--- src/rtl/chd_pkg.sv ---
// Shared types and constants for the 4:4:4 to 4:2:0 chroma downsampler.
package chd_pkg;

  // Configuration port
  localparam int CFG_W     = 13;
  localparam int CFG_IDX_W = 1;
  localparam logic [CFG_IDX_W-1:0] REG_FRAME_WIDTH  = 1'b0;
  localparam logic [CFG_IDX_W-1:0] REG_FRAME_HEIGHT = 1'b1;

  // Frame geometry
  localparam int MAX_HEIGHT = 4096;
  localparam int ROW_W      = 12;

  // Sample and pair-sum widths
  localparam int SMP_W  = 8;
  localparam int PAIR_W = SMP_W + 1;
  localparam int LINE_W = 2 * PAIR_W;

  // Result kinds
  localparam logic KIND_LUMA   = 1'b0;
  localparam logic KIND_CHROMA = 1'b1;

  // Per-pixel work decided at accept time
  typedef struct packed {
    logic              chroma;   // odd row, odd column: emit a chroma beat
    logic              wr;       // even row, odd column: store the pair sum
    logic [PAIR_W-1:0] pair_u;
    logic [PAIR_W-1:0] pair_v;
  } chd_item_t;

endpackage

--- src/rtl/chd_pos.sv ---
// Raster position tracker: row/column counters, left pixel chroma and pair sums.
module chd_pos
  import chd_pkg::*;
#(
  parameter int MAX_WIDTH = 4096,
  parameter int CW        = $clog2(MAX_WIDTH + 1),
  parameter int AW        = ((MAX_WIDTH + 1) / 2 > 1) ? $clog2((MAX_WIDTH + 1) / 2) : 1
) (
  input  logic             clk_i,
  input  logic             rst_ni,
  input  logic             accept_i,
  input  logic [CFG_W-1:0] cfg_width_i,
  input  logic [CFG_W-1:0] cfg_height_i,
  input  logic [SMP_W-1:0] cb_i,
  input  logic [SMP_W-1:0] cr_i,
  output chd_item_t        item_o,
  output logic [AW-1:0]    slot_o
);

  logic [CW-1:0]      col_q, col_d;
  logic [ROW_W-1:0]   row_q, row_d;
  logic [2*SMP_W-1:0] left_q, left_d;

  logic [CW-1:0]    w_eff;
  logic [CFG_W-1:0] h_eff;
  logic             col_wrap;
  logic             end_row;
  logic [CW-1:0]    col_a;
  logic [CW:0]      col_n;
  logic [ROW_W:0]   row_b;
  logic [ROW_W:0]   row_c;
  logic [ROW_W:0]   row_n;

  // Clamp geometry to the supported range
  always_comb begin
    if (cfg_width_i == '0) begin
      w_eff = CW'(1);
    end else if ({1'b0, cfg_width_i} > (CFG_W + 1)'(MAX_WIDTH)) begin
      w_eff = CW'(MAX_WIDTH);
    end else begin
      w_eff = CW'(cfg_width_i);
    end
    if (cfg_height_i == '0) begin
      h_eff = CFG_W'(1);
    end else if (cfg_height_i > CFG_W'(MAX_HEIGHT)) begin
      h_eff = CFG_W'(MAX_HEIGHT);
    end else begin
      h_eff = cfg_height_i;
    end
  end

  // Resolve the current position, then advance it past this pixel
  always_comb begin
    col_wrap = (col_q >= w_eff);
    col_a    = col_wrap ? '0 : col_q;
    row_b    = {1'b0, row_q} + {{ROW_W{1'b0}}, col_wrap};
    row_c    = (row_b >= h_eff) ? '0 : row_b;
    col_n    = {1'b0, col_a} + (CW + 1)'(1);
    end_row  = (col_n >= {1'b0, w_eff});
    row_n    = row_c + (ROW_W + 1)'(1);
    if (end_row) begin
      col_d = '0;
      row_d = (row_n >= h_eff) ? '0 : row_n[ROW_W-1:0];
    end else begin
      col_d = col_n[CW-1:0];
      row_d = row_c[ROW_W-1:0];
    end
  end

  // Pair sums and the work for this pixel
  always_comb begin
    left_d        = col_a[0] ? left_q : {cb_i, cr_i};
    item_o.pair_u = {1'b0, left_q[2*SMP_W-1:SMP_W]} + {1'b0, cb_i};
    item_o.pair_v = {1'b0, left_q[SMP_W-1:0]} + {1'b0, cr_i};
    item_o.chroma = col_a[0] & row_c[0];
    item_o.wr     = col_a[0] & ~row_c[0];
    slot_o        = AW'(col_a >> 1);
  end

  // Advance on every accepted pixel
  always_ff @(posedge clk_i or negedge rst_ni) begin
    if (!rst_ni) begin
      col_q  <= '0;
      row_q  <= '0;
      left_q <= '0;
    end else if (accept_i) begin
      col_q  <= col_d;
      row_q  <= row_d;
      left_q <= left_d;
    end
  end

endmodule

--- config.mk ---
export PLATFORM = sky130hd
export DESIGN_NAME = chd_pos
export DESIGN_NICKNAME = d
export VERILOG_FILES = /design/src/rtl/chd_pkg.sv /design/src/rtl/chd_pos.sv
export SDC_FILE = /design/constraint.sdc
export NUM_CORES = 1
export LEC_CHECK = 0
export ABC_AREA = 1
export BUFFER_PORTS_ARGS = -buffer_cell sky130_fd_sc_hd__buf_4
export CAP_MARGIN = 5
export CORE_MARGIN = 5
export CORE_UTILIZATION = 38
export CTS_BUF_LIST = sky130_fd_sc_hd__clkbuf_16
export CTS_CLUSTER_SIZE = 24
export DETAILED_ROUTE_END_ITERATION = 8
export PLACE_DENSITY_LB_ADDON = 0.05
export SKIP_CTS_REPAIR_TIMING = 1
export SYNTH_ARGS = -nofsm -noshare
export SYNTH_HDL_FRONTEND = slang
export SYNTH_SLANG_ARGS = --single-unit
--- constraint.sdc ---
create_clock -name clk_i -period 6.9 [get_ports clk_i]
set_input_delay 0.69 -clock clk_i [delete_from_list [all_inputs] [get_ports clk_i]]
set_output_delay 0.69 -clock clk_i [all_outputs]
set_load 0.005 [all_outputs]
==> run summary <==
fraction of layout cells with a size suffix above 1 - 21.0%
pre-CTS WS - -0.129 ns
CTS tree - done
Final #Nets - 908
met3 Use GR - 4.03%
IO Count - 76
crit path max fanout - 7
Worst Tran Pin Value - 0.578 ns
met1 GRT Util - 26.0%
Worst setup SP type - input port
placed cell count - 945
Worst path slowest cell - ha_1
crit end category - flop
count leader, synth - nand2_1
Die Width - 123 um
most frequent cells after synthesis - 172 x nand2_1, 112 x inv_1, 71 x ha_1
Vias - 4788
RR Startpoint - col_q[12]$_DFFE_PN0P_
Initial Utilization - 38.7%
Die Ht - 123 um
ant diodes - 0
FFs w/ async S/R, synth - 100%
Crit path arrival time - 6.65 ns
wire per inst - 14.0 um
Seq cells post-synth - 41
clk_lat worst skew - 0.30 ns
number of cell rows - 41
CTS Sinks - 41
hold crit path type - input port to asynchronous set/reset pin
Post-synth EDFFs - 0
crit-path max cell delay - 0.29 ns
Post-Layout Inst Area - 5940 um2
CTS max path bufs - 2
leakage - 3.25 nW
vias in the first global route - 4663
Core Region - 12600 um2
Unique masters post-synth - 45
Final Power - 1.92 mW
Via density - 4.97
initial drt markers - 269
CTS Buf Count - 5
Critical path buffers and inverters - 6
fmax - 156 MHz
outcome - finished clean
Finish-stage setup viols - 0
Mapped Area - 4860 um2
# DRC - 0
final setup TNS - 0 ns
area of the die - 15100 um2
CP most frequent cell - nand2_1
filler cell count - 1325
CP required - 7.13 ns
largest net degree at the start of global routing - 42
mean post-synth cell area - 6.97 um2
initial antenna violation count - 0
global route total overflow - 0
busiest grt layer - met2
max-cap viol count - 0
Synth Warn # - 0
P&R area growth vs syn - 22.3%
Area contributors post-synth - dfrtp_1 21%, ha_1 18%, nand2_1 13%
pwr dens - 322 nW/um2
Pins Over Slew Limit - 0
Final Hold Viols - 0
placed inst area - 5650 um2
number of buffers added on ports - 75
met2 usage - 29.5%
Total GRT Usage - 18.4%
drt first pass iters - 5
sequential cell area fraction in the yosys report - 21.1%
crit-path leading delay family - simple AND/OR/NAND/NOR gates
Mapped Nets - 815
CTS clk-pin slew, worst paths - 0.07 ns
gpl congestion - 0.875
kind of critical path - input port to flop
antenna-violating nets left - 0
hold_ws - 0.393 ns
R2R depth - 37
leading area contributor after synthesis - dfrtp_1
area fraction of the dominant cell type after synthesis - 21.1%
Root Driver - clkbuf_16
DP HPWL - 11000 um
routed wire length - 13500 um
post-layout min period - 6.42 ns
H-tree Lvls - 2
Worst Setup Slack, final - 0.483 ns
reg-to-reg setup timing slack - 1.32 ns
Synth Instances - 697
FF-to-FF End - row_q[11]$_DFFE_PN0P_
Util after Layout - 47.3%
Final Cycle Share - 93.0%
headroom to the max-slew limit - 61.5%
Max VDD drop - 0.197 mV
clk_skew - 0.0115 ns
Non-Filler Instances - 963
first-pass GRT wire length - 22200 um
top_reg_cell synth - dfrtp_1
-- layout by cell type, fill, tap and decap left out, drive strengths merged --
cell      n
and2      3
nor3      4
o21ai    22
mux2     14
xor2     18
a21oi    34
o21bai    3
nand4    21
nand3b    1
nand2   182
ha       71
a21o      2
nor4      6
inv     115
o31ai     1
o22ai     9
nor3b     2
a31o      1
dfrtp    41
xnor2     5
or2       1
clkbuf    5
clkinv    3
nand3    43
buf      94
a31oi     1
nor2     84
fa        2
o221ai    1
o21a      2
-- registers in the layout, indices dropped and copies added, names as in the netlist --
register and flops:
left_q 16, col_q 13, row_q 12
-- report_power, final --
part           switching [mW]  internal (mW)  total (mW)
clock network           0.101          0.133       0.234
registers              0.0658          0.325       0.391
logic                   0.702          0.589        1.29
-- worst max-delay path by stage --
stage,to,cells past startpoint,slack (ns),from
after detailed placement,row_q[10]$_DFFE_PN0P_,43,-0.13,cfg_width_i[8]
after global placement,row_q[3]$_DFFE_PN0P_,44,-0.03,cfg_width_i[8]
final,row_q[11]$_DFFE_PN0P_,45,0.48,cfg_width_i[0]
after CTS,row_q[3]$_DFFE_PN0P_,44,0.14,cfg_width_i[8]
after floorplan,row_q[3]$_DFFE_PN0P_,45,0.58,cfg_width_i[4]
after global routing,row_q[6]$_DFFE_PN0P_,42,-0.03,cfg_width_i[4]
-- logic make-up (layout without fill, tap and decap cells) --
family / Yosys count / count (layout) / synth area share [%]
fa+ha+maj: 73 / 73 / 19.1
mux: 14 / 14 / 3.63
simple gates: 347 / 347 / 33.0
flops: 41 / 41 / 21.1
xor+xnor: 23 / 23 / 4.15
buf+inv: 123 / 217 / 10.1
compound gates: 76 / 76 / 8.88
-- layout make-up --
cell class	count	area, um2	share of cell area [%]
clock inverters	3	17.5	0.295
well taps	172	215	3.62
repair buffers	94	709	11.9
clock buffers	5	125	2.11
multi-input cells	533	3420	57.5
inverters	115	432	7.26
flip-flops and latches	41	1030	17.3
-- worst register-to-register path: cells and delay by family, from the launching register on --
| family | cells | cell delay (ns) |
|---|---|---|
| AND/OR/NAND/NOR | 24 | 2.96 |
| adder cells (fa/ha/maj) | 4 | 1.03 |
| AO/OA/AOI/OAI | 5 | 0.65 |
| flip-flops | 1 | 0.41 |
| buffers and inverters | 3 | 0.28 |
| XOR/XNOR | 1 | 0.18 |
-- per-layer routing --
layer  part of all wire (%)  wire length, um
met3                    5.0              670
met2                     45             6140
met1                     49             6590
met5                      0                0
met4                   0.69               93
Note: power is estimated with default switching activity, not from simulation.
