## src/rtl/chd_pkg.sv

```systemverilog
// Shared types and constants for the 4:4:4 to 4:2:0 chroma downsampler.
package chd_pkg;

  // Configuration port
  localparam int CFG_W     = 13;
  localparam int CFG_IDX_W = 1;
  localparam logic [CFG_IDX_W-1:0] REG_FRAME_WIDTH  = 1'b0;
  localparam logic [CFG_IDX_W-1:0] REG_FRAME_HEIGHT = 1'b1;

  // Frame geometry
  localparam int MAX_HEIGHT = 4096;
  localparam int ROW_W      = 12;

  // Sample and pair-sum widths
  localparam int SMP_W  = 8;
  localparam int PAIR_W = SMP_W + 1;
  localparam int LINE_W = 2 * PAIR_W;

  // Result kinds
  localparam logic KIND_LUMA   = 1'b0;
  localparam logic KIND_CHROMA = 1'b1;

  // Per-pixel work decided at accept time
  typedef struct packed {
    logic              chroma;   // odd row, odd column: emit a chroma beat
    logic              wr;       // even row, odd column: store the pair sum
    logic [PAIR_W-1:0] pair_u;
    logic [PAIR_W-1:0] pair_v;
  } chd_item_t;

endpackage

```

## src/rtl/chd_emit.sv

```systemverilog
// Result sequencer: holds one pixel and sends its luma beat and optional chroma beat.
module chd_emit
  import chd_pkg::*;
(
  input  logic              clk_i,
  input  logic              rst_ni,
  input  logic              load_i,
  input  logic [SMP_W-1:0]  luma_i,
  input  chd_item_t         item_i,
  input  logic [LINE_W-1:0] line_i,
  output logic              in_ready_o,
  output logic              out_valid_o,
  input  logic              out_ready_i,
  output logic              out_kind_o,
  output logic [SMP_W-1:0]  out_luma_o,
  output logic [SMP_W-1:0]  out_cb_o,
  output logic [SMP_W-1:0]  out_cr_o,
  output logic              out_last_o
);

  // Pixel stage
  logic              s1_v_q, s1_v_d;
  logic              phase_q, phase_d;
  logic              chroma_q;
  logic [SMP_W-1:0]  luma_q;
  logic [PAIR_W-1:0] su_q;
  logic [PAIR_W-1:0] sv_q;

  // Result register
  logic              ov_q;
  logic              kind_q, kind_d;
  logic [SMP_W-1:0]  oluma_q, oluma_d;
  logic [SMP_W-1:0]  ocb_q, ocb_d;
  logic [SMP_W-1:0]  ocr_q, ocr_d;
  logic              last_q, last_d;

  logic              out_load;
  logic              s1_done;
  logic [PAIR_W:0]   sum_u;
  logic [PAIR_W:0]   sum_v;

  assign out_load   = ~ov_q | out_ready_i;
  assign s1_done    = s1_v_q & out_load & (phase_q | ~chroma_q);
  assign in_ready_o = ~s1_v_q | s1_done;

  // 2x2 totals, divide by four
  assign sum_u = {1'b0, line_i[LINE_W-1:PAIR_W]} + {1'b0, su_q};
  assign sum_v = {1'b0, line_i[PAIR_W-1:0]} + {1'b0, sv_q};

  // Stage occupancy and beat phase
  always_comb begin
    s1_v_d  = s1_v_q;
    phase_d = phase_q;
    if (load_i) begin
      s1_v_d  = 1'b1;
      phase_d = 1'b0;
    end else begin
      if (s1_done) begin
        s1_v_d = 1'b0;
      end
      if (s1_v_q && out_load && !phase_q && chroma_q) begin
        phase_d = 1'b1;
      end
    end
  end

  // Next result beat
  always_comb begin
    if (phase_q) begin
      kind_d  = KIND_CHROMA;
      oluma_d = '0;
      ocb_d   = sum_u[PAIR_W:2];
      ocr_d   = sum_v[PAIR_W:2];
      last_d  = 1'b1;
    end else begin
      kind_d  = KIND_LUMA;
      oluma_d = luma_q;
      ocb_d   = '0;
      ocr_d   = '0;
      last_d  = ~chroma_q;
    end
  end

  always_ff @(posedge clk_i or negedge rst_ni) begin
    if (!rst_ni) begin
      s1_v_q  <= 1'b0;
      phase_q <= 1'b0;
      ov_q    <= 1'b0;
    end else begin
      s1_v_q  <= s1_v_d;
      phase_q <= phase_d;
      if (out_load) begin
        ov_q <= s1_v_q;
      end
    end
  end

  // Capture the pixel payload
  always_ff @(posedge clk_i) begin
    if (load_i) begin
      luma_q   <= luma_i;
      chroma_q <= item_i.chroma;
      su_q     <= item_i.pair_u;
      sv_q     <= item_i.pair_v;
    end
  end

  // Advance the result register
  always_ff @(posedge clk_i) begin
    if (out_load) begin
      kind_q  <= kind_d;
      oluma_q <= oluma_d;
      ocb_q   <= ocb_d;
      ocr_q   <= ocr_d;
      last_q  <= last_d;
    end
  end

  assign out_valid_o = ov_q;
  assign out_kind_o  = kind_q;
  assign out_luma_o  = oluma_q;
  assign out_cb_o    = ocb_q;
  assign out_cr_o    = ocr_q;
  assign out_last_o  = last_q;

endmodule

```

## config.mk

```make
export PLATFORM = sky130hd
export DESIGN_NAME = chd_emit
export DESIGN_NICKNAME = d
export VERILOG_FILES = /design/src/rtl/chd_pkg.sv /design/src/rtl/chd_emit.sv
export SDC_FILE = /design/constraint.sdc
export NUM_CORES = 1
export LEC_CHECK = 0
export BUFFER_PORTS_ARGS = -buffer_cell sky130_fd_sc_hd__buf_2
export CORE_MARGIN = 4
export CORE_UTILIZATION = 45
export DETAILED_ROUTE_END_ITERATION = 6
export GPL_ROUTABILITY_DRIVEN = 0
export GPL_TIMING_DRIVEN = 1
export PLACE_DENSITY = 0.68
export SLEW_MARGIN = 0
export SYNTH_ARGS = -nofsm -noshare
export SYNTH_HDL_FRONTEND = slang
export SYNTH_SLANG_ARGS = --single-unit
```

## constraint.sdc

```tcl
create_clock -name clk_i -period 2.8 [get_ports clk_i]
set_input_delay 0.7 -clock clk_i [delete_from_list [all_inputs] [get_ports clk_i]]
set_output_delay 0.7 -clock clk_i [all_outputs]
set_load 0.005 [all_outputs]
```

==> out/results.ini <==
[detailed_routing]
drtAntennaViolNets = 0
wl_per_cell_um = 13.57
drcViolationCount = 0
drt-total-wl_um = 4585
dr.pass1.iters = 4
vias = 1750
via_per_inst = 5.178
drtIter0Drc = 112

[floorplanning]
rows = 26
die_w_um = 82.80
io_pins = 78
fp.dieH_um = 82.80
coreArea_um2 = 5270
initial_core_util = 0.4777
dieArea_um2 = 6855

[synthesis]
yosysSeqAreaShare = 0.6620
syn-cell-area_um2 = 2517
yosysUniqueCellTypes = 31
synth_seq_cells = 56
synthFlopType = edfxtp_1
synth-edff-count = 53
async_flop_share = 0.05357
synth.avg_cell_area_um2 = 13.61
yosys_warnings = 0
syn_inst = 185
synth.net_count = 251

[place]
portBuffers = 76
placed_cells = 330
hpwl_um = 3429

[finish]
stdcell_count = 338
multi_input_area_um2 = 828.3
area_growth_syn_to_layout_pct = 22.02
nNetsFinal = 333
antenna_cells = 0
layout-drive-gt1-share = 0.3209
regArea_um2 = 1667
fill_cells = 460
finish.utilization = 0.5829
layout_common_cells = buf_2 (76), edfxtp_1 (53), ha_1 (16)
final_common_cell = buf_2

[worst_setup_path]
crit_path_cell_trace = clkinv_1, nand2_1, a21bo_2, buf_2
crit_path_start_kind = flop
slowest_stage = clkinv_1
worst_ep_required_time_ps = 2100
crit_type = reg -> out
worstPathMaxFanout = 18
max_stage_delay_ps = 430
critPathArrivalTime_ps = 1570
endpoint_kind = primary output
crit_buf_inv = 2
cp_top_family = buffers and inverters

[clock_network]
htree_levels = 2
clk_pin_slew_ps = 90
clock-sinks = 56
postCtsHoldBufs = 0
cts-root-to-sink-buffers = 2
cts_resized = 0
cts_tree = built
clock-root-buffer = clkbuf_8
post-cts-setup-buffers = 0
insertion_delay_ps = 300
cts_made_buffers = 5

[power_and_ir_drop]
ir_drop_v = 0.0002800
p_per_area_nw_per_um2 = 566.5
p_leak_nw = 1.273
power_mw = 1.740

[sta]
finalHoldViolations = 0
fin_crit_sh = 0.8100
finalSetupViolations = 0
finalClockSkew_ps = 5.808
rsz0062_at_grt = no
slew_violations = 0
slew_headroom = 0.5565
fin_crit_ps = 2268
fmax_mhz = 440.9
worst_slew_pin_slew_ps = 665.3
fin_tns_setup_ps = 0

[run]
cap_violations = 0

[global_route]
grt_pass1_wl_um = 7031
antenna_found_initial = 0
grt-ovfl-total = 0
grt_max_degree = 30
grt_pass1_vias = 1616
groute.usage.overall = 0.1376

[worst_hold_path]
hold_class = in -> async

[outcome]
status = finished clean

==> state kept, by name, indices dropped and copies added, names as in the netlist <==
signal       cells
out_last_o       1
out_valid_o      1
out_kind_o       1
luma_q           8
out_luma_o       8
su_q             9
chroma_q         1
sv_q             9
out_cb_o         8
phase_q          1
out_cr_o         8
s1_v_q           1
==> worst paths after layout <==
| check | start | endpoint | slack [ps] | cells past startpoint |
|---|---|---|---|---|
| setup / recovery | phase_q | in_ready_o | 530 | 4 |
| min in group clk_i | s1_v_q | out_valid_o | 490 | 1 |
| hold reg to reg | s1_v_q | out_valid_o | 490 | 1 |
| hold / removal | rst_ni | phase_q | 180 | 1 |
| max in group asynchronous | rst_ni | out_valid_o | 2510 | 1 |
| setup reg to reg | sv_q[2] | out_cr_o[5] | 870 | 5 |
==> metrics by stage <==
stage / hold slack, ps / cell area (µm²) / worst slack (ps)
after floorplan: 404.4 / 2517 / 396.3
after global placement: 464.8 / 2989 / 469.1
after detailed placement: 468.1 / 2989 / 439.5
after CTS: 167.3 / 3072 / 493.2
after global routing: 158.5 / 3072 / 367.2
final: 179.2 / 3072 / 532.0
==> cell families after synthesis <==
family	after synthesis	share of synthesized area
buffers and inverters	6	0.008946
AO/OA/AOI/OAI	37	0.09990
adder cells (fa/ha/maj)	16	0.07952
flip-flops	56	0.6620
XOR/XNOR	2	0.006960
AND/OR/NAND/NOR	68	0.1426
==> power by group <==
| part | switching [mW] | internal (mW) | total, mW |
|---|---|---|---|
| clock | 0.241 | 0.170 | 0.411 |
| combinational | 0.165 | 0.134 | 0.299 |
| sequential | 0.0197 | 1.01 | 1.03 |
==> layer usage <==
layer | GRT usage | vias to the layer above | part of all wire
li1 | - | 889 | -
met1 | 0.1529 | 802 | 0.39
met2 | 0.2436 | 51 | 0.52
met3 | 0.03888 | 8 | 0.065
met4 | 0.06209 | 0 | 0.021
met5 | 0 | - | 0
==> cell type report <==
cell class / instances / area share
clock buffer: 5 / 0.02240
clock inverter: 3 / 0.004481
inverter: 3 / 0.003666
timing repair buffer: 78 / 0.1287
sequential: 56 / 0.5426
multi-input combinational: 123 / 0.2697
tap: 70 / 0.02851
==> cell usage after synthesis (3+ instances only) <==
cell type / n / area share
nand2b_1: 3 / 0.0075
dfrtp_1: 3 / 0.030
nand2_1: 13 / 0.019
ha_1: 16 / 0.080
o311ai_0: 3 / 0.010
a21o_1: 4 / 0.012
a21oi_1: 9 / 0.018
o21a_1: 6 / 0.018
o21ai_0: 5 / 0.0099
nor2_1: 8 / 0.012
nor3_1: 14 / 0.028
nand3_1: 10 / 0.020
clkbuf_1: 3 / 0.0045
nor2b_1: 8 / 0.020
edfxtp_1: 53 / 0.63
(Power assumes the default switching activity.)
